--- src/hw/rtl/srfd_pkg.sv ---
// ----------------------------------------------------------------------------
// srfd_pkg: shared types and constants of the sprite RLE frame decoder
// Field widths, register map, reset values and the result record.
// ----------------------------------------------------------------------------
package srfd_pkg;

   localparam int unsigned MAX_DIM_DEFAULT = 1024;

   localparam int unsigned CFG_W   = 11;
   localparam int unsigned BYTE_W  = 8;
   localparam int unsigned LIT_W   = 7;
   localparam int unsigned X_W     = 10;
   localparam int unsigned Y_W     = 10;
   localparam int unsigned ADDR_W  = 20;
   localparam int unsigned COLOR_W = 8;
   localparam int unsigned PADDR_W = 3;
   localparam int unsigned PDATA_W = 32;

   // control byte that closes a line; below opens a literal run, above skips
   localparam logic [BYTE_W-1:0] LINE_END = 8'h80;

   localparam logic [CFG_W-1:0] WIDTH_RESET  = 11'd256;
   localparam logic [CFG_W-1:0] HEIGHT_RESET = 11'd256;

   // register index, taken from paddr[2]
   localparam logic REG_FRAME_WIDTH  = 1'b0;
   localparam logic REG_FRAME_HEIGHT = 1'b1;

   typedef struct packed {
      logic [X_W-1:0]     pixel_x;
      logic [Y_W-1:0]     pixel_y;
      logic [ADDR_W-1:0]  pixel_address;
      logic [COLOR_W-1:0] color_index;
      logic               frame_done;
   } rsp_type;

   typedef struct packed {
      logic    push;
      rsp_type data;
   } push_type;

endpackage

--- src/hw/rtl/srfd_csr.sv ---
// ----------------------------------------------------------------------------
// srfd_csr: frame size registers
// APB-style register file holding frame width and height, plus clamped copies.
// ----------------------------------------------------------------------------
module srfd_csr #(
   parameter int unsigned MAX_DIM = srfd_pkg::MAX_DIM_DEFAULT,
   localparam int unsigned DIM_W  = $clog2(MAX_DIM + 1)
) (
   input  logic                          clock,
   input  logic                          reset,
   input  logic                          psel,
   input  logic                          penable,
   input  logic                          pwrite,
   input  logic [srfd_pkg::PADDR_W-1:0]  paddr,
   input  logic [srfd_pkg::PDATA_W-1:0]  pwdata,
   output logic [srfd_pkg::PDATA_W-1:0]  prdata,
   output logic                          pready,
   output logic [DIM_W-1:0]              width_dim,
   output logic [DIM_W-1:0]              height_dim
);

   // zero acts as one, anything above the maximum acts as the maximum
   function automatic logic [DIM_W-1:0] clamp_dim(input logic [srfd_pkg::CFG_W-1:0] v);
      logic [31:0] wide;
      begin
         wide = 32'(v);
         if (wide == 32'd0) begin
            return DIM_W'(1);
         end
         if (wide > 32'(MAX_DIM)) begin
            return DIM_W'(MAX_DIM);
         end
         return DIM_W'(wide);
      end
   endfunction

   logic [srfd_pkg::CFG_W-1:0] width_raw_ff, width_raw_in;
   logic [srfd_pkg::CFG_W-1:0] height_raw_ff, height_raw_in;
   logic [DIM_W-1:0]           width_dim_ff, width_dim_in;
   logic [DIM_W-1:0]           height_dim_ff, height_dim_in;
   logic                       wr_en;
   logic                       reg_sel;
   logic [srfd_pkg::CFG_W-1:0] wdata;

   assign pready  = 1'b1;
   assign wr_en   = psel && penable && pwrite;
   assign reg_sel = paddr[2];
   assign wdata   = pwdata[srfd_pkg::CFG_W-1:0];

   always_comb begin
      width_raw_in  = width_raw_ff;
      height_raw_in = height_raw_ff;
      width_dim_in  = width_dim_ff;
      height_dim_in = height_dim_ff;
      if (wr_en) begin
         case (reg_sel)
            srfd_pkg::REG_FRAME_WIDTH: begin
               width_raw_in = wdata;
               width_dim_in = clamp_dim(wdata);
            end
            srfd_pkg::REG_FRAME_HEIGHT: begin
               height_raw_in = wdata;
               height_dim_in = clamp_dim(wdata);
            end
            default: begin
               width_raw_in = width_raw_ff;
            end
         endcase
      end
   end

   always_comb begin
      case (reg_sel)
         srfd_pkg::REG_FRAME_WIDTH:  prdata = srfd_pkg::PDATA_W'(width_raw_ff);
         srfd_pkg::REG_FRAME_HEIGHT: prdata = srfd_pkg::PDATA_W'(height_raw_ff);
         default:                    prdata = '0;
      endcase
   end

   always_ff @(posedge clock) begin
      if (reset) begin
         width_raw_ff  <= srfd_pkg::WIDTH_RESET;
         height_raw_ff <= srfd_pkg::HEIGHT_RESET;
         width_dim_ff  <= clamp_dim(srfd_pkg::WIDTH_RESET);
         height_dim_ff <= clamp_dim(srfd_pkg::HEIGHT_RESET);
      end else begin
         width_raw_ff  <= width_raw_in;
         height_raw_ff <= height_raw_in;
         width_dim_ff  <= width_dim_in;
         height_dim_ff <= height_dim_in;
      end
   end

   assign width_dim  = width_dim_ff;
   assign height_dim = height_dim_ff;

endmodule

--- src/hw/rtl/srfd_decode.sv ---
// ----------------------------------------------------------------------------
// srfd_decode: byte register and run-length decode step
// Holds the incoming byte, updates run, column and row state, forms results.
// ----------------------------------------------------------------------------
module srfd_decode #(
   parameter int unsigned MAX_DIM = srfd_pkg::MAX_DIM_DEFAULT,
   localparam int unsigned DIM_W  = $clog2(MAX_DIM + 1)
) (
   input  logic                         clock,
   input  logic                         reset,
   input  logic                         req_valid,
   output logic                         req_ready,
   input  logic [srfd_pkg::BYTE_W-1:0]  req_data_byte,
   input  logic [DIM_W-1:0]             width_dim,
   input  logic [DIM_W-1:0]             height_dim,
   input  logic                         out_space,
   output srfd_pkg::push_type           out_push
);

   localparam int unsigned SKIP_W = ((DIM_W > srfd_pkg::LIT_W) ? DIM_W : srfd_pkg::LIT_W) + 1;
   localparam int unsigned PROD_W = (2 * DIM_W > srfd_pkg::ADDR_W) ? 2 * DIM_W
                                                                  : srfd_pkg::ADDR_W;

   logic                          in_valid_ff, in_valid_in;
   logic [srfd_pkg::BYTE_W-1:0]   byte_ff, byte_in;
   logic [srfd_pkg::LIT_W-1:0]    lit_ff, lit_in;
   logic [DIM_W-1:0]              col_ff, col_in;
   logic [DIM_W-1:0]              rows_ff, rows_in;

   logic                          accept;
   logic                          fire;
   logic [DIM_W-1:0]              col_step;
   logic [SKIP_W-1:0]             skip_sum;
   logic [DIM_W-1:0]              col_skip;
   logic [DIM_W:0]                rows_next;
   logic [DIM_W-1:0]              row_y;
   logic [PROD_W-1:0]             addr_full;
   logic                          in_frame;

   assign fire      = in_valid_ff && out_space;
   assign req_ready = !in_valid_ff || out_space;
   assign accept    = req_valid && req_ready;

   // hold the byte until the decode step takes it
   always_comb begin
      in_valid_in = in_valid_ff;
      byte_in     = byte_ff;
      if (accept) begin
         in_valid_in = 1'b1;
         byte_in     = req_data_byte;
      end else if (fire) begin
         in_valid_in = 1'b0;
      end
   end

   // column moves saturate at the frame width
   assign col_step  = (col_ff < width_dim) ? col_ff + DIM_W'(1) : width_dim;
   assign skip_sum  = SKIP_W'(col_ff) + SKIP_W'(byte_ff[srfd_pkg::LIT_W-1:0]);
   assign col_skip  = (skip_sum > SKIP_W'(width_dim)) ? width_dim : DIM_W'(skip_sum);
   assign rows_next = {1'b0, rows_ff} + (DIM_W+1)'(1);

   // rows fill bottom up: the first line is the last row
   assign row_y     = height_dim - DIM_W'(1) - rows_ff;
   assign addr_full = PROD_W'(row_y) * PROD_W'(width_dim) + PROD_W'(col_ff);
   assign in_frame  = (col_ff < width_dim) && (rows_ff < height_dim);

   always_comb begin
      lit_in   = lit_ff;
      col_in   = col_ff;
      rows_in  = rows_ff;
      out_push = '0;
      if (fire) begin
         if (lit_ff != '0) begin
            lit_in = lit_ff - srfd_pkg::LIT_W'(1);
            col_in = col_step;
            if (in_frame) begin
               out_push.push               = 1'b1;
               out_push.data.pixel_x       = srfd_pkg::X_W'(col_ff);
               out_push.data.pixel_y       = srfd_pkg::Y_W'(row_y);
               out_push.data.pixel_address = addr_full[srfd_pkg::ADDR_W-1:0];
               out_push.data.color_index   = byte_ff;
            end
         end else if (byte_ff < srfd_pkg::LINE_END) begin
            lit_in = byte_ff[srfd_pkg::LIT_W-1:0];
         end else if (byte_ff > srfd_pkg::LINE_END) begin
            col_in = col_skip;
         end else begin
            // line end: back to column zero, next row up or frame done
            col_in = '0;
            if (rows_next >= {1'b0, height_dim}) begin
               rows_in                  = '0;
               lit_in                   = '0;
               out_push.push            = 1'b1;
               out_push.data.frame_done = 1'b1;
            end else begin
               rows_in = rows_next[DIM_W-1:0];
            end
         end
      end
   end

   always_ff @(posedge clock) begin
      if (reset) begin
         in_valid_ff <= 1'b0;
         lit_ff      <= '0;
         col_ff      <= '0;
         rows_ff     <= '0;
      end else begin
         in_valid_ff <= in_valid_in;
         lit_ff      <= lit_in;
         col_ff      <= col_in;
         rows_ff     <= rows_in;
      end
   end

   always_ff @(posedge clock) begin
      byte_ff <= byte_in;
   end

endmodule

--- src/hw/rtl/srfd_rsp_fifo.sv ---
// ----------------------------------------------------------------------------
// srfd_rsp_fifo: two-entry result buffer
// Output register plus skid entry so decode runs while a result is held.
// ----------------------------------------------------------------------------
module srfd_rsp_fifo (
   input  logic                clock,
   input  logic                reset,
   input  srfd_pkg::push_type  in_push,
   output logic                in_space,
   output logic                rsp_valid,
   input  logic                rsp_ready,
   output srfd_pkg::rsp_type   rsp_data
);

   srfd_pkg::rsp_type mem_ff [2];
   logic              wr_ptr_ff, wr_ptr_in;
   logic              rd_ptr_ff, rd_ptr_in;
   logic [1:0]        count_ff, count_in;
   logic              pop;

   assign rsp_valid = (count_ff != 2'd0);
   assign pop       = rsp_valid && rsp_ready;
   assign in_space  = (count_ff != 2'd2) || rsp_ready;
   assign rsp_data  = mem_ff[rd_ptr_ff];

   always_comb begin
      wr_ptr_in = in_push.push ? !wr_ptr_ff : wr_ptr_ff;
      rd_ptr_in = pop ? !rd_ptr_ff : rd_ptr_ff;
      count_in  = count_ff;
      case ({in_push.push, pop})
         2'b10:   count_in = count_ff + 2'd1;
         2'b01:   count_in = count_ff - 2'd1;
         default: count_in = count_ff;
      endcase
   end

   always_ff @(posedge clock) begin
      if (reset) begin
         wr_ptr_ff <= 1'b0;
         rd_ptr_ff <= 1'b0;
         count_ff  <= 2'd0;
      end else begin
         wr_ptr_ff <= wr_ptr_in;
         rd_ptr_ff <= rd_ptr_in;
         count_ff  <= count_in;
      end
   end

   always_ff @(posedge clock) begin
      if (in_push.push) begin
         mem_ff[wr_ptr_ff] <= in_push.data;
      end
   end

endmodule

--- src/hw/rtl/sprite_rle_frame_decoder_unit.sv ---
// ----------------------------------------------------------------------------
// sprite_rle_frame_decoder_unit: run-length coded sprite frame decoder
// Path: an accepted byte is held in the input byte register, and the decode step
// writes its result into the result buffer, which stalls the step while full.
// Throughput: one byte per cycle while the result buffer has space; the decode step is a single registered pass.
// Each byte gives at most one result: a pixel write or the frame-done marker.
// Reset (synchronous, active high) clears run, column and row state, empties
// the result buffer and loads width and height with 256.
// ----------------------------------------------------------------------------
//
// Structure:
//   srfd_csr      - frame width/height registers on the APB-style port; a
//                   clamped copy (0 -> 1, above MAX_DIM -> MAX_DIM) feeds the
//                   decoder so no clamp logic sits in the byte path.
//   srfd_decode   - input byte register and the decode step. Control bytes
//                   below 0x80 open a literal run, above 0x80 skip columns,
//                   0x80 closes the line. Literal bytes become pixels at
//                   (column, height-1-rows_done) with address y*width+x.
//   srfd_rsp_fifo - output register plus skid entry, so a byte transfer is
//                   taken while an earlier result still waits on rsp_ready.
//
module sprite_rle_frame_decoder_unit #(
   parameter int unsigned MAX_DIM = srfd_pkg::MAX_DIM_DEFAULT
) (
   input  logic                          clock,
   input  logic                          reset,

   // byte input channel
   input  logic                          req_valid,
   output logic                          req_ready,
   input  logic [srfd_pkg::BYTE_W-1:0]   req_data_byte,

   // result channel
   output logic                          rsp_valid,
   input  logic                          rsp_ready,
   output logic [srfd_pkg::X_W-1:0]      rsp_pixel_x,
   output logic [srfd_pkg::Y_W-1:0]      rsp_pixel_y,
   output logic [srfd_pkg::ADDR_W-1:0]   rsp_pixel_address,
   output logic [srfd_pkg::COLOR_W-1:0]  rsp_color_index,
   output logic                          rsp_frame_done,

   // configuration port
   input  logic                          psel,
   input  logic                          penable,
   input  logic                          pwrite,
   input  logic [srfd_pkg::PADDR_W-1:0]  paddr,
   input  logic [srfd_pkg::PDATA_W-1:0]  pwdata,
   output logic [srfd_pkg::PDATA_W-1:0]  prdata,
   output logic                          pready
);

   localparam int unsigned DIM_W = $clog2(MAX_DIM + 1);

   logic [DIM_W-1:0]   width_dim;
   logic [DIM_W-1:0]   height_dim;
   logic               out_space;
   srfd_pkg::push_type out_push;
   srfd_pkg::rsp_type  rsp_data;

   srfd_csr #(
      .MAX_DIM (MAX_DIM)
   ) u_csr (
      .clock      (clock),
      .reset      (reset),
      .psel       (psel),
      .penable    (penable),
      .pwrite     (pwrite),
      .paddr      (paddr),
      .pwdata     (pwdata),
      .prdata     (prdata),
      .pready     (pready),
      .width_dim  (width_dim),
      .height_dim (height_dim)
   );

   // advance the held byte only when the result buffer can take its result
   srfd_decode #(
      .MAX_DIM (MAX_DIM)
   ) u_decode (
      .clock         (clock),
      .reset         (reset),
      .req_valid     (req_valid),
      .req_ready     (req_ready),
      .req_data_byte (req_data_byte),
      .width_dim     (width_dim),
      .height_dim    (height_dim),
      .out_space     (out_space),
      .out_push      (out_push)
   );

   srfd_rsp_fifo u_rsp_fifo (
      .clock     (clock),
      .reset     (reset),
      .in_push   (out_push),
      .in_space  (out_space),
      .rsp_valid (rsp_valid),
      .rsp_ready (rsp_ready),
      .rsp_data  (rsp_data)
   );

   // unpack the held result onto the channel fields
   assign rsp_pixel_x       = rsp_data.pixel_x;
   assign rsp_pixel_y       = rsp_data.pixel_y;
   assign rsp_pixel_address = rsp_data.pixel_address;
   assign rsp_color_index   = rsp_data.color_index;
   assign rsp_frame_done    = rsp_data.frame_done;

endmodule

--- config.mk ---
export PLATFORM = sky130hd
export DESIGN_NAME = sprite_rle_frame_decoder_unit
export DESIGN_NICKNAME = d
export VERILOG_FILES = /design/src/hw/rtl/srfd_pkg.sv /design/src/hw/rtl/srfd_csr.sv /design/src/hw/rtl/srfd_decode.sv /design/src/hw/rtl/srfd_rsp_fifo.sv /design/src/hw/rtl/sprite_rle_frame_decoder_unit.sv
export SDC_FILE = /design/constraint.sdc
export NUM_CORES = 1
export LEC_CHECK = 0
export ABC_AREA = 1
export ABC_CLOCK_PERIOD_IN_PS = 9500
export BUFFER_PORTS_ARGS = -buffer_cell sky130_fd_sc_hd__buf_2
export CORE_ASPECT_RATIO = 0.75
export CORE_MARGIN = 1
export CORE_UTILIZATION = 60
export DETAILED_ROUTE_END_ITERATION = 10
export MAX_ROUTING_LAYER = met4
export PLACE_DENSITY = 0.9
export SLEW_MARGIN = 30
export SYNTH_ARGS = -nofsm -noshare
export SYNTH_HDL_FRONTEND = slang
export SYNTH_SLANG_ARGS = --single-unit
--- constraint.sdc ---
create_clock -name clock -period 9.5 [get_ports clock]
set_input_delay 1.425 -clock clock [delete_from_list [all_inputs] [get_ports clock]]
set_output_delay 1.425 -clock clock [all_outputs]
set_load 0.01 [all_outputs]
Word-level counts from Yosys, hierarchy flattened
Memories as Yosys holds them, arrays and structs flattened. A register that Yosys moved wholly into a read port is not among the register bits.
Cells that the tools add are included.

word-level totals
  memories kept = 1
  memory bits (writable) = 98
  flip-flop bits (word level) = 86
  input bits = 50
  logic and storage cells = 105

memories
  name               words  bits a word  read ports  clocked after Yosys merged registers in  write ports  line                 RTL
  u_rsp_fifo.mem_ff  2      49           1           1                                        1            srfd_rsp_fifo.sv:15  srfd_pkg::rsp_type mem_ff [2];

cells by class
  $lt $le $gt $ge = 7
  bitwise gates (word level) = 4
  eq/ne operators = 5
  reductions and logical operators = 22
  $add $sub $neg = 9
  $mul = 1
  multiplexer cells = 44

operator list
  cell                                                                  number
  11-bit 2-to-1 mux                                                     12
  32-bit case mux with 2 select lines                                   1
  50-bit 2-to-1 mux                                                     1
  49-bit 2-to-1 mux                                                     1
  48-bit 2-to-1 mux                                                     1
  7-bit 2-to-1 mux                                                      4
  1-bit 2-to-1 mux                                                      23
  11-bit < comparator                                                   2
  20-bit by 11-bit adder with 20-bit output                             1
  11-bit by 11-bit multiplier with 20-bit output                        1
  11-bit by 1-bit adder with 12-bit output, second input constant       1
  11-bit by 7-bit adder with 12-bit output                              1
  12-bit by 11-bit greater-or-equal comparator with 1-bit output        1
  12-bit by 11-bit > comparator with 1-bit output                       1
  11-bit by 1-bit adder with 11-bit output, second input constant       1
  11-bit > comparator, second input constant                            1
  11-bit logical NOT                                                    1
  11-bit by 1-bit subtractor with 11-bit output, second input constant  1
  11-bit subtractor                                                     1
  8-bit > comparator, second input constant                             1
  8-bit < comparator, second input constant                             1
  7-bit nonzero test                                                    1
  7-bit by 1-bit subtractor with 7-bit output, second input constant    1
  1-bit logical AND                                                     6
  other kinds (16)                                                      26

Depth between registers and ports, before layout
Gate-level depths: netlist (run 1).

  word-level depth = 9
  gate-level depth with buffers = 28

Cells and area by module
From an unflattened synthesis (run 1), not the netlist that was laid out.

second synthesis, totals
  cells, all modules = 1652
  area total of the unflattened synthesis = 14183.6 µm²

by module, submodules not included
  module         area an instance (µm²)  sequential area each (µm²)  instances  cells each
  srfd_decode    8495.6                  840.8                       1          1213
  srfd_rsp_fifo  3821.2                  3042.9                      1          190
  srfd_csr       1866.8                  880.8                       1          249

Worst setup path before layout (run 1)
No wires, ideal clock.

  path kind = register to register
  from = register u_decode.rows_ff[0]
  to = memory u_rsp_fifo.mem_ff[0][28] in the netlist's numbering, data pin
  required time = 9243 ps
  cell stages (with the launch flop) = 26
  path slack = 3600 ps
  arrival = 5643 ps
  cell sequence = dfxtp_1 -> inv_1 -> ha_1 -> inv_1 -> fa_1 -> inv_1 -> a31oi_1 -> xnor2_1 -> inv_1 -> nor2_1 -> fa_1 -> fa_1 -> fa_1 -> fa_1 -> inv_1 -> fa_1 -> inv_1 -> ha_1 -> a21oi_1 -> inv_1 -> a31oi_1 -> o211ai_1 -> a21oi_1 -> nand3_1 -> nand2_1 -> nor2_1

RTL lines
  item                    line                 RTL
  from (decl)             srfd_decode.sv:28    logic [DIM_W-1:0] rows_ff, rows_in;
  from (signal assigned)  srfd_decode.sv:112   rows_ff <= rows_in;
  to (decl)               srfd_rsp_fifo.sv:15

==> report_table.html, run 1 <==
<table>
<tr><th>Metric</th><th>Value</th></tr>
<tr><th colspan="2">Logic synthesis</th></tr>
<tr><td>Number of enable-type register cells in the synthesized netlist</td><td>106</td></tr>
<tr><td>Cells taking the most area after synthesis</td><td>edfxtp_1 (23%), fa_1 (13%), dfxtp_1 (11%)</td></tr>
<tr><td>Post-synthesis async set-or-reset flop share</td><td>0%</td></tr>
<tr><td>Synth Cell Area</td><td>14100 sq um</td></tr>
<tr><td>Sequential cell area fraction in the yosys report</td><td>33.7%</td></tr>
<tr><td>Post-Synthesis Mean Instance Area</td><td>8.43 sq um</td></tr>
<tr><td>Primary FF master, synth</td><td>edfxtp_1</td></tr>
<tr><td>Library cell with the highest instance count after synthesis</td><td>nand2_1</td></tr>
<tr><td>Synth Register Bits</td><td>185</td></tr>
<tr><td>Top post-synthesis cells by count</td><td>nand2_1 (310), inv_1 (280), nor2_1 (177), a21oi_1 (119), ha_1 (116)</td></tr>
<tr><td>Number of standard cells after synthesis</td><td>1676</td></tr>
<tr><td>Number of distinct library cell variants in the gate-level netlist after synthesis</td><td>47</td></tr>
<tr><td>Number of synthesis warnings</td><td>0</td></tr>
<tr><td>Cell type with the highest aggregate area in the netlist</td><td>edfxtp_1</td></tr>
<tr><td>Proportion of netlist area held by the largest area contributor</td><td>22.5%</td></tr>
<tr><th colspan="2">Worst setup path</th></tr>
<tr><td>Element type at the critical path end</td><td>flip-flop</td></tr>
<tr><td>Type of origin of the critical path</td><td>flip-flop</td></tr>
<tr><td>Type of the worst setup path</td><td>flip-flop to flip-flop</td></tr>
<tr><td>Required arrival time at the worst endpoint</td><td>9.67 ns</td></tr>
<tr><td>Delay of the slowest cell on the worst path</td><td>0.71 ns</td></tr>
<tr><td>Worst EP arrival</td><td>7.24 ns</td></tr>
<tr><td>Critical path, cell by cell</td><td>inv_1 &gt; ha_1 &gt; inv_1 &gt; fa_1 &gt; inv_1 &gt; a31oi_1 &gt; xnor2_1 &gt; inv_1 &gt; nor2_1 &gt; fa_1 &gt; fa_1 &gt; fa_1 &gt; fa_1 &gt; inv_1 &gt; fa_1 &gt; inv_1 &gt; ha_1 &gt; a21oi_1 &gt; a21boi_0 &gt; o21ai_0 &gt; xnor2_1 &gt; nor2_1</td></tr>
<tr><td>CP max stage cell</td><td>xnor2_1</td></tr>
<tr><td>Crit Path Max Fanout</td><td>8</td></tr>
<tr><th colspan="2">Power and ir drop</th></tr>
<tr><td>Share of power burned in registers</td><td>34.6%</td></tr>
<tr><td>Portion of total power attributed to combinational logic</td><td>38.5%</td></tr>
<tr><td>Clock share of power</td><td>26.9%</td></tr>
<tr><td>Internal power consumption</td><td>0.00170 W</td></tr>
<tr><td>Max rail drop VDD</td><td>170 uV</td></tr>
<tr><td>Switching part of the total</td><td>38.8%</td></tr>
<tr><td>Leakage</td><td>7.30 nW</td></tr>
<tr><td>Net switching power of the design</td><td>0.00108 W</td></tr>
<tr><td>Power density relative to cell area</td><td>181 nW/um^2</td></tr>
<tr><td>Sum of internal, switching and leakage power</td><td>0.00278 W</td></tr>
<tr><th colspan="2">Finish</th></tr>
<tr><td>Number of nets in the layout</td><td>1999</td></tr>
<tr><td>Layout area overhead</td><td>8.62%</td></tr>
<tr><td>Layout cells sized above 1</td><td>11.2%</td></tr>
<tr><td>Antenna diode count</td><td>0</td></tr>
<tr><td>Number of fill cells</td><td>1769</td></tr>
<tr><th colspan="2">Timing</th></tr>
<tr><td>Maximum clock frequency</td><td>141 MHz</td></tr>
<tr><td>Clock skew after layout</td><td>0.0123 ns</td></tr>
<tr><td>Final setup violation count</td><td>0</td></tr>
<tr><td>Setup total negative slack</td><td>0 ns</td></tr>
<tr><td>Hold Fails Final Rpt</td><td>0</td></tr>
<tr><td>Min Tclk post-route</td><td>7.07 ns</td></tr>
<tr><td>Worst-margin pin slew</td><td>0.920 ns</td></tr>
<tr><td>Worst-case hold slack</td><td>0.462 ns</td></tr>
<tr><td>Setup repair after global routing missed its margin</td><td>no</td></tr>
<tr><td>Final worst-path cycle share</td><td>74.5%</td></tr>
<tr><td>Relative max-transition margin</td><td>38.2%</td></tr>
<tr><td>Setup ws final</td><td>2.43 ns</td></tr>
<tr><td>Final Max Tran Viols</td><td>0</td></tr>
<tr><th colspan="2">Clocking</th></tr>
<tr><td>Clock sink count</td><td>185</td></tr>
<tr><td>Buffer count from post-CTS setup fixing</td><td>0</td></tr>
<tr><td>Total number of H-tree levels</td><td>4</td></tr>
<tr><td>Clk root buf</td><td>clkbuf_16</td></tr>
<tr><td>Clock buffer count from CTS</td><td>17</td></tr>
<tr><td>TritonCTS clock tree</td><td>done</td></tr>
<tr><td>Clock-pin slew on the worst setup and hold paths</td><td>0.08 ns</td></tr>
<tr><td>Maximum buffer depth of the clock tree</td><td>2</td></tr>
<tr><td>CTS hold repair buffers</td><td>0</td></tr>
<tr><td>Clock latency reported for the late side of the worst-skew pair</td><td>0.45 ns</td></tr>
<tr><td>Post-CTS sizing</td><td>0</td></tr>
<tr><th colspan="2">Placed design</th></tr>
<tr><td>Placed wire-length estimate after detailed placement</td><td>26400 microns</td></tr>
<tr><td>Final GP Congestion</td><td>0.966</td></tr>
<tr><td>Worst slack, placed</td><td>2.55 ns</td></tr>
<tr><td>Port bufs</td><td>88</td></tr>
<tr><th colspan="2">Flow run</th></tr>
<tr><td>Maximum Capacitance Violations</td><td>0</td></tr>
<tr><th colspan="2">Global routing</th></tr>
<tr><td>Global-route wire length before repair</td><td>57600 microns</td></tr>
<tr><td>Antenna violations before repair</td><td>0</td></tr>
<tr><td>Overall routing resource usage</td><td>31.9%</td></tr>
<tr><td>Overflow left after global routing</td><td>0</td></tr>
<tr><td>Maximum number of pins on one net before global-route repair</td><td>50</td></tr>
<tr><td>Via count of the first global-routing pass</td><td>11.6k</td></tr>
<tr><th colspan="2">Floorplan</th></tr>
<tr><td>Boundary pin count</td><td>134</td></tr>
<tr><td>Core footprint</td><td>23100 sq um</td></tr>
<tr><td>Floorplan die height</td><td>135 microns</td></tr>
<tr><td>Die footprint</td><td>24200 sq um</td></tr>
<tr><td>Number of core rows</td><td>48</td></tr>
<tr><td>Die X</td><td>179 microns</td></tr>
<tr><td>Starting utilization of the core area</td><td>61.3%</td></tr>
<tr><th colspan="2">Route</th></tr>
<tr><td>Via count</td><td>11.9k</td></tr>
<tr><td>First-pass DRT Iterations</td><td>11</td></tr>
<tr><td>First DRT Iteration DRCs</td><td>1325</td></tr>
<tr><td>Routed wire length</td><td>36600 microns</td></tr>
<tr><td>Average wire length per cell after detail routing</td><td>17.8 microns</td></tr>
<tr><td>Post-route DRC violation count</td><td>12</td></tr>
<tr><td>Number of nets still failing antenna checks after routing</td><td>0</td></tr>
<tr><td>Vias per Instance</td><td>5.78</td></tr>
<tr><th colspan="2">Run status</th></tr>
<tr><td>Violations in the final reports</td><td>DRC</td></tr>
<tr><td>Run status</td><td>finished with violations</td></tr>
<tr><th colspan="2">Min path</th></tr>
<tr><td>Worst min-delay path class</td><td>flip-flop to flip-flop</td></tr>
</table>
-- cell type report --
type / instances / area [sq um] / area share (%)
multi-input combinational: 1154 / 8020 / 52.2
sequential: 185 / 4770 / 31.0
inverter: 287 / 1080 / 7.02
clock buffer: 22 / 517 / 3.37
timing repair buffer: 96 / 500 / 3.26
tap: 300 / 375 / 2.45
clock inverter: 10 / 95.1 / 0.619
-- layer usage --
layer / up-vias / global-route usage (%) / share of wire [%]
li1: 5468 / - / -
met1: 5597 / 40.5 / 40
met2: 691 / 50.3 / 47
met3: 125 / 6.98 / 10
met4: 0 / 11.4 / 3.0
met5: - / - / 0
-- cells by family after synthesis --
| family | after synthesis | synth area share, % |
|---|---|---|
| xor gates and xnor gates | 44 | 2.83 |
| buffers and inverters | 357 | 10.2 |
| muxes | 49 | 3.90 |
| adders and majority gates | 208 | 23.3 |
| other | 2 | 0.0531 |
| and+or+nand+nor | 606 | 17.6 |
| DFF | 185 | 33.7 |
| AOI/OAI and AO/OA | 225 | 8.37 |
-- flip-flops by register name, indices dropped and copies added (netlist names), 2 cells and up, named ones only --
name and cells:
u_csr.height_dim 11, u_decode.lit_ff 7, u_decode.rows_ff 11, u_rsp_fifo.mem_ff 98, u_decode.col_ff 11, u_csr.height_raw_ff 11, u_csr.width_raw_ff 11, u_decode.byte_ff 8
u_csr.width_dim 11, u_rsp_fifo.count_ff 2
-- power groups by stage --
stage	sequential (W)	clock, W	combinational (W)
5_1_grt	0.000965	0.000779	0.00118
2_1_floorplan	0.000960	0	0.000771
3_3_place_gp	0.000971	0	0.000996
4_1_cts	0.000959	0.000746	0.00105
6_report	0.000961	0.000747	0.00107
3_5_place_dp	0.000976	0	0.00103
-- placed cells by master (no fill, tap or decap), types with 3 or more instances in the layout --
cell / instances
edfxtp_1: 106
inv_1: 280
clkinv_1: 3
nor4_1: 4
nor3_1: 7
xor2_1: 27
dfxtp_1: 78
o21a_1: 3
conb_1: 22
a21oi_1: 118
nor2_1: 176
clkbuf_8: 3
o21ai_0: 83
xnor2_1: 15
inv_2: 4
inv_8: 3
nand3_2: 3
ha_1: 116
buf_4: 8
nand2_1: 310
buf_2: 88
inv_6: 3
mux2_2: 49
nand3_1: 84
clkbuf_16: 19
fa_1: 92
nand4_1: 12
a31oi_1: 4
-- worst max-delay path, delay by kind of cell, from the launching register on --
| kind | cells | cell delay (ns) |
|---|---|---|
| AOI/OAI and AO/OA | 4 | 0.86 |
| xor gates and xnor gates | 2 | 0.88 |
| adders and majority gates | 8 | 3.55 |
| buffers and inverters | 6 | 0.83 |
| DFF | 1 | 0.35 |
| and+or+nand+nor | 2 | 0.30 |
-- worst paths after layout --
check                                         start                                  to  slack (ns)  cells after the start
setup / recovery   u_decode.rows_ff[0]$_SDFFE_PP0P_  u_rsp_fifo.mem_ff[1][23]$_DFFE_PP_        2.43                     22
hold / removal    u_rsp_fifo.rd_ptr_ff$_SDFFE_PP0P_                           flip-flop        0.46                      1
setup reg to reg   u_decode.rows_ff[0]$_SDFFE_PP0P_  u_rsp_fifo.mem_ff[1][23]$_DFFE_PP_        2.43                     22
hold reg to reg   u_rsp_fifo.rd_ptr_ff$_SDFFE_PP0P_                           flip-flop        0.46                      1
-- through the flow --
| step | cell area, sq um | utilization, % | instances |
|---|---|---|---|
| global route | 15400 | 66.6 | 2054 |
| CTS | 15400 | 66.6 | 2054 |
| detailed placement | 14700 | 63.9 | 2022 |
| global placement | 14700 | 63.9 | 2022 |
| floorplan | 14200 | - | 1696 |
| finish | 15400 | 66.6 | 2054 |
(Power assumes the default switching activity.)
==> run 2, diff against run 1 <==
- ABC_CLOCK_PERIOD_IN_PS: 9500 -> 5700
- CORE_UTILIZATION: 60 -> 55
- PLACE_DENSITY: 0.9 -> 0.87
- clock period: 9.5 -> 5.7 ns (I/O delays scaled with it)
==> run 2 against run 1 <==
Compared with the run above:
- the flow finishes with violations (setup timing)
- sequential power up 66%
- sequential share of layout area down 3.4 points
- worst setup slack worse by 2.6 ns
- sequential cell count unchanged
- core utilization up 2.5 points
- via count up 5.9%
- clock power up 66%
- worst hold slack better by 0.0025 ns
- combinational power up 150%
- wire length up 12%
- count of clock-buffer cells in the layout down 3
- register-to-register slack worse by 2.6 ns
- highest routed layer unchanged
==> report_table.html, run 2 (same netlist as run 1, synthesis figures left out) <==
<table>
<tr><th>Metric</th><th>Value</th></tr>
<tr><th colspan="2">Run status</th></tr>
<tr><td>Run status</td><td>finished with violations (unchanged)</td></tr>
<tr><td>Violations in the final reports</td><td>setup timing (was DRC)</td></tr>
<tr><th colspan="2">Clocking</th></tr>
<tr><td>Clock latency reported for the late side of the worst-skew pair</td><td>0.46 ns (was 0.45 ns)</td></tr>
<tr><td>Clk root buf</td><td>clkbuf_16 (unchanged)</td></tr>
<tr><td>TritonCTS clock tree</td><td>done (unchanged)</td></tr>
<tr><td>Clock-pin slew on the worst setup and hold paths</td><td>0.08 ns (about the same)</td></tr>
<tr><td>Clock buffer count from CTS</td><td>17 (unchanged)</td></tr>
<tr><td>Clock sink count</td><td>185 (unchanged)</td></tr>
<tr><td>Total number of H-tree levels</td><td>4 (unchanged)</td></tr>
<tr><td>Maximum buffer depth of the clock tree</td><td>2 (unchanged)</td></tr>
<tr><td>CTS hold repair buffers</td><td>0 (unchanged)</td></tr>
<tr><th colspan="2">Route</th></tr>
<tr><td>Post-route DRC violation count</td><td>0 (was 12)</td></tr>
<tr><td>Vias per Instance</td><td>5.66 (was 5.78)</td></tr>
<tr><td>Routed wire length</td><td>40900 microns (was 36600 microns)</td></tr>
<tr><td>Number of nets still failing antenna checks after routing</td><td>0 (unchanged)</td></tr>
<tr><td>Average wire length per cell after detail routing</td><td>18.4 microns (was 17.8 microns)</td></tr>
<tr><td>First DRT Iteration DRCs</td><td>1320 (was 1325)</td></tr>
<tr><td>Via count</td><td>12.6k (was 11.9k)</td></tr>
<tr><td>First-pass DRT Iterations</td><td>8 (was 11)</td></tr>
<tr><th colspan="2">Worst setup path</th></tr>
<tr><td>Worst Reg2Reg Path Length in Cells</td><td>26 (was 22)</td></tr>
<tr><td>Logic depth of the worst path, buffers included</td><td>26 (was 22)</td></tr>
<tr><td>Endpoint of the lowest-slack register-to-register path</td><td>u_rsp_fifo.mem_ff[1][23]$_DFFE_PP_ (unchanged)</td></tr>
<tr><td>Delay of the slowest cell on the worst path</td><td>0.56 ns (was 0.71 ns)</td></tr>
<tr><td>CP max stage cell</td><td>fa_1 (was xnor2_1)</td></tr>
<tr><td>Worst EP arrival</td><td>6.10 ns (was 7.24 ns)</td></tr>
<tr><td>Type of origin of the critical path</td><td>flip-flop (unchanged)</td></tr>
<tr><td>Type of the worst setup path</td><td>flip-flop to flip-flop (unchanged)</td></tr>
<tr><td>Capture point of the critical path</td><td>u_rsp_fifo.mem_ff[1][23]$_DFFE_PP_ (unchanged)</td></tr>
<tr><td>Crit Reg-Reg Startpoint</td><td>u_decode.rows_ff[0]$_SDFFE_PP0P_ (unchanged)</td></tr>
<tr><td>Required arrival time at the worst endpoint</td><td>5.88 ns (was 9.67 ns)</td></tr>
<tr><td>Crit Path Max Fanout</td><td>4 (was 8)</td></tr>
<tr><td>Start point of the critical path</td><td>u_decode.rows_ff[0]$_SDFFE_PP0P_ (unchanged)</td></tr>
<tr><td>Flop2flop setup slack</td><td>-0.21 ns (was 2.43 ns)</td></tr>
<tr><td>Buf/Inv on CP</td><td>9 (was 6)</td></tr>
<tr><td>Element type at the critical path end</td><td>flip-flop (unchanged)</td></tr>
<tr><td>Cell family contributing the most delay on the critical path</td><td>adder cells (unchanged)</td></tr>
<tr><th colspan="2">Placed design</th></tr>
<tr><td>Count of placed standard cells including taps</td><td>2160 (was 2022)</td></tr>
<tr><td>Final GP Congestion</td><td>0.980 (was 0.966)</td></tr>
<tr><td>Port bufs</td><td>88 (unchanged)</td></tr>
<tr><td>Placed wire-length estimate after detailed placement</td><td>27100 microns (was 26400 microns)</td></tr>
<tr><th colspan="2">Power and ir drop</th></tr>
<tr><td>Max rail drop VDD</td><td>358 uV (was 170 uV)</td></tr>
<tr><td>Share of power burned in registers</td><td>29.0% (was 34.6%)</td></tr>
<tr><td>Switching part of the total</td><td>39.6% (was 38.8%)</td></tr>
<tr><td>Portion of total power attributed to combinational logic</td><td>48.4% (was 38.5%)</td></tr>
<tr><td>Net switching power of the design</td><td>0.00218 W (was 0.00108 W)</td></tr>
<tr><td>Leakage</td><td>8.05 nW (was 7.30 nW)</td></tr>
<tr><td>Internal power consumption</td><td>0.00333 W (was 0.00170 W)</td></tr>
<tr><td>Clock share of power</td><td>22.5% (was 26.9%)</td></tr>
<tr><td>Power density relative to cell area</td><td>318 nW/um^2 (was 181 nW/um^2)</td></tr>
<tr><th colspan="2">Global routing</th></tr>
<tr><td>Maximum number of pins on one net before global-route repair</td><td>51 (was 50)</td></tr>
<tr><td>Global-route wire length before repair</td><td>60500 microns (was 57600 microns)</td></tr>
<tr><td>Via count of the first global-routing pass</td><td>12.2k (was 11.6k)</td></tr>
<tr><td>Overflow left after global routing</td><td>0 (unchanged)</td></tr>
<tr><td>Antenna violations before repair</td><td>0 (unchanged)</td></tr>
<tr><td>Overall routing resource usage</td><td>29.7% (was 31.9%)</td></tr>
<tr><th colspan="2">Finish</th></tr>
<tr><td>Post-route insts no fill</td><td>2224 (was 2054)</td></tr>
<tr><td>Combined flip-flop and latch cell area</td><td>4790 sq um (was 4770 sq um)</td></tr>
<tr><td>Layout area overhead</td><td>22.6% (was 8.62%)</td></tr>
<tr><td>Number of flip-flops under the largest register name</td><td>98 (unchanged)</td></tr>
<tr><td>Antenna diode count</td><td>0 (unchanged)</td></tr>
<tr><td>Core utilization of the finished layout</td><td>69.1% (was 66.6%)</td></tr>
<tr><td>Most frequent cells in the layout</td><td>nand2_1 (280), inv_1 (248), nor2_1 (158) (was nand2_1 (310), inv_1 (280), nor2_1 (176))</td></tr>
<tr><td>Register name with the most flops</td><td>u_rsp_fifo.mem_ff (unchanged)</td></tr>
<tr><td>Number of fill cells</td><td>1752 (was 1769)</td></tr>
<tr><td>Layout cells sized above 1</td><td>26.2% (was 11.2%)</td></tr>
<tr><td>Most common library cell in the layout ignoring fill and taps</td><td>nand2_1 (unchanged)</td></tr>
<tr><td>Area used by multi-input combinational logic</td><td>8860 sq um (was 8020 sq um)</td></tr>
<tr><td>Number of nets in the layout</td><td>2131 (was 1999)</td></tr>
<tr><th colspan="2">Timing</th></tr>
<tr><td>Min Tclk post-route</td><td>5.91 ns (was 7.07 ns)</td></tr>
<tr><td>Final worst-path cycle share</td><td>104% (was 74.5%)</td></tr>
<tr><td>Hold Fails Final Rpt</td><td>0 (unchanged)</td></tr>
<tr><td>Final setup violation count</td><td>18 (was 0)</td></tr>
<tr><td>Worst-margin pin slew</td><td>0.804 ns (was 0.920 ns)</td></tr>
<tr><td>Setup ws final</td><td>-0.214 ns (was 2.43 ns)</td></tr>
<tr><td>Relative max-transition margin</td><td>46.2% (was 38.2%)</td></tr>
<tr><td>Maximum clock frequency</td><td>169 MHz (was 141 MHz)</td></tr>
<tr><td>Clock skew after layout</td><td>0.0134 ns (was 0.0123 ns)</td></tr>
<tr><td>Final Max Tran Viols</td><td>0 (unchanged)</td></tr>
<tr><td>Setup repair after global routing missed its margin</td><td>yes (was no)</td></tr>
<tr><th colspan="2">Min path</th></tr>
<tr><td>Worst min-delay path class</td><td>flip-flop to flip-flop (unchanged)</td></tr>
<tr><th colspan="2">Floorplan</th></tr>
<tr><td>Boundary pin count</td><td>134 (unchanged)</td></tr>
<tr><td>Core footprint</td><td>25100 sq um (was 23100 sq um)</td></tr>
<tr><td>Die footprint</td><td>26300 sq um (was 24200 sq um)</td></tr>
<tr><td>Starting utilization of the core area</td><td>56.3% (was 61.3%)</td></tr>
<tr><td>Number of core rows</td><td>50 (was 48)</td></tr>
<tr><td>Floorplan die height</td><td>141 microns (was 135 microns)</td></tr>
<tr><td>Die X</td><td>187 microns (was 179 microns)</td></tr>
<tr><th colspan="2">Flow run</th></tr>
<tr><td>Maximum Capacitance Violations</td><td>0 (unchanged)</td></tr>
</table>
## run 2: cell types whose count changed in the layout (fill, tap and decap cells not counted), moves of 14 or more
| cell | before | now |
|---|---|---|
| nor2_1 | 176 | 158 |
| a21oi_1 | 118 | 100 |
| nand2_1 | 310 | 280 |
| buf_4 | 8 | 127 |
| inv_2 | 4 | 30 |
| nand2_2 | 2 | 22 |
| ha_1 | 116 | 89 |
| ha_4 | 0 | 25 |
| inv_1 | 280 | 248 |
| dfxtp_1 | 78 | 64 |
## run 2: metal layers
| layer | vias to the layer above | share of wire (%) | wire length, microns | track usage [%] |
|---|---|---|---|---|
| met5 | - | 0 | 0 | - |
| met4 | 0 | 3.9 | 1590 | 9.36 |
| met3 | 179 | 9.4 | 3870 | 5.40 |
| met2 | 761 | 48 | 19500 | 48.6 |
| met1 | 5918 | 39 | 15900 | 37.6 |
| li1 | 5724 | - | - | - |
## run 2: how the worst min path moves through the flow
stage	start	slack, ns	endpoint	cells past startpoint
finish	u_csr.height_dim[10]$_SDFFE_PP0P_	0.46	u_csr.height_dim[10]$_SDFFE_PP0P_	2
global route	u_csr.width_raw_ff[8]$_SDFFE_PP1P_	0.48	u_csr.width_raw_ff[8]$_SDFFE_PP1P_	2
CTS	u_csr.height_raw_ff[8]$_SDFFE_PP1P_	0.46	u_csr.height_raw_ff[8]$_SDFFE_PP1P_	2
detailed placement	u_csr.height_raw_ff[8]$_SDFFE_PP1P_	0.44	u_csr.height_raw_ff[8]$_SDFFE_PP1P_	2
global placement	u_rsp_fifo.rd_ptr_ff$_SDFFE_PP0P_	0.43	flip-flop	1
floorplan	u_rsp_fifo.rd_ptr_ff$_SDFFE_PP0P_	0.43	flip-flop	1
## run 2: power by group through the flow
| stage | logic [W] | registers [W] | clock network, W |
|---|---|---|---|
| 2_1_floorplan | 0.00131 | 0.00160 | 0 |
| 3_3_place_gp | 0.00188 | 0.00162 | 0 |
| 3_5_place_dp | 0.00195 | 0.00163 | 0 |
| 4_1_cts | 0.00216 | 0.00160 | 0.00125 |
| 5_1_grt | 0.00286 | 0.00161 | 0.00131 |
| 6_report | 0.00267 | 0.00160 | 0.00124 |
## run 2: tightest hold or removal path: cells and delay by family (launching register included)
family | cells | cell delay [ns]
simple gates | 1 | 0.06
flops | 1 | 0.31
compound gates | 1 | 0.05
## run 2: cell type report
class,count,area share [%]
well taps,338,2.44
inverters,287,6.32
repair buffers,228,8.94
clock buffers,19,2.61
flip-flops and latches,185,27.6
multi-input cells,1154,51.1
clock inverters,13,0.917
## run 2: what timing repair did
action | CTS | global route
gates resized for setup | 84 | 144
pin swaps | 51 | 108
setup buffers | 7 | 25
setup endpoints to repair | 24 | 24
## run 2: per-stage QoR
stage          instance area (sq um)  TNS (ns)  hold slack (ns)  worst slack, ns  total power, W
6_report                       17300     -2.18            0.465           -0.214         0.00551
2_1_floorplan                  14200   -0.0477            0.426          -0.0239         0.00291
4_1_cts                        16600         0            0.463           0.0205         0.00501
3_5_place_dp                   15600     -5.51            0.442           -0.347         0.00357
5_1_grt                        17300     -5.24            0.485           -0.348         0.00578
3_3_place_gp                   15600     -3.69            0.429           -0.265         0.00350
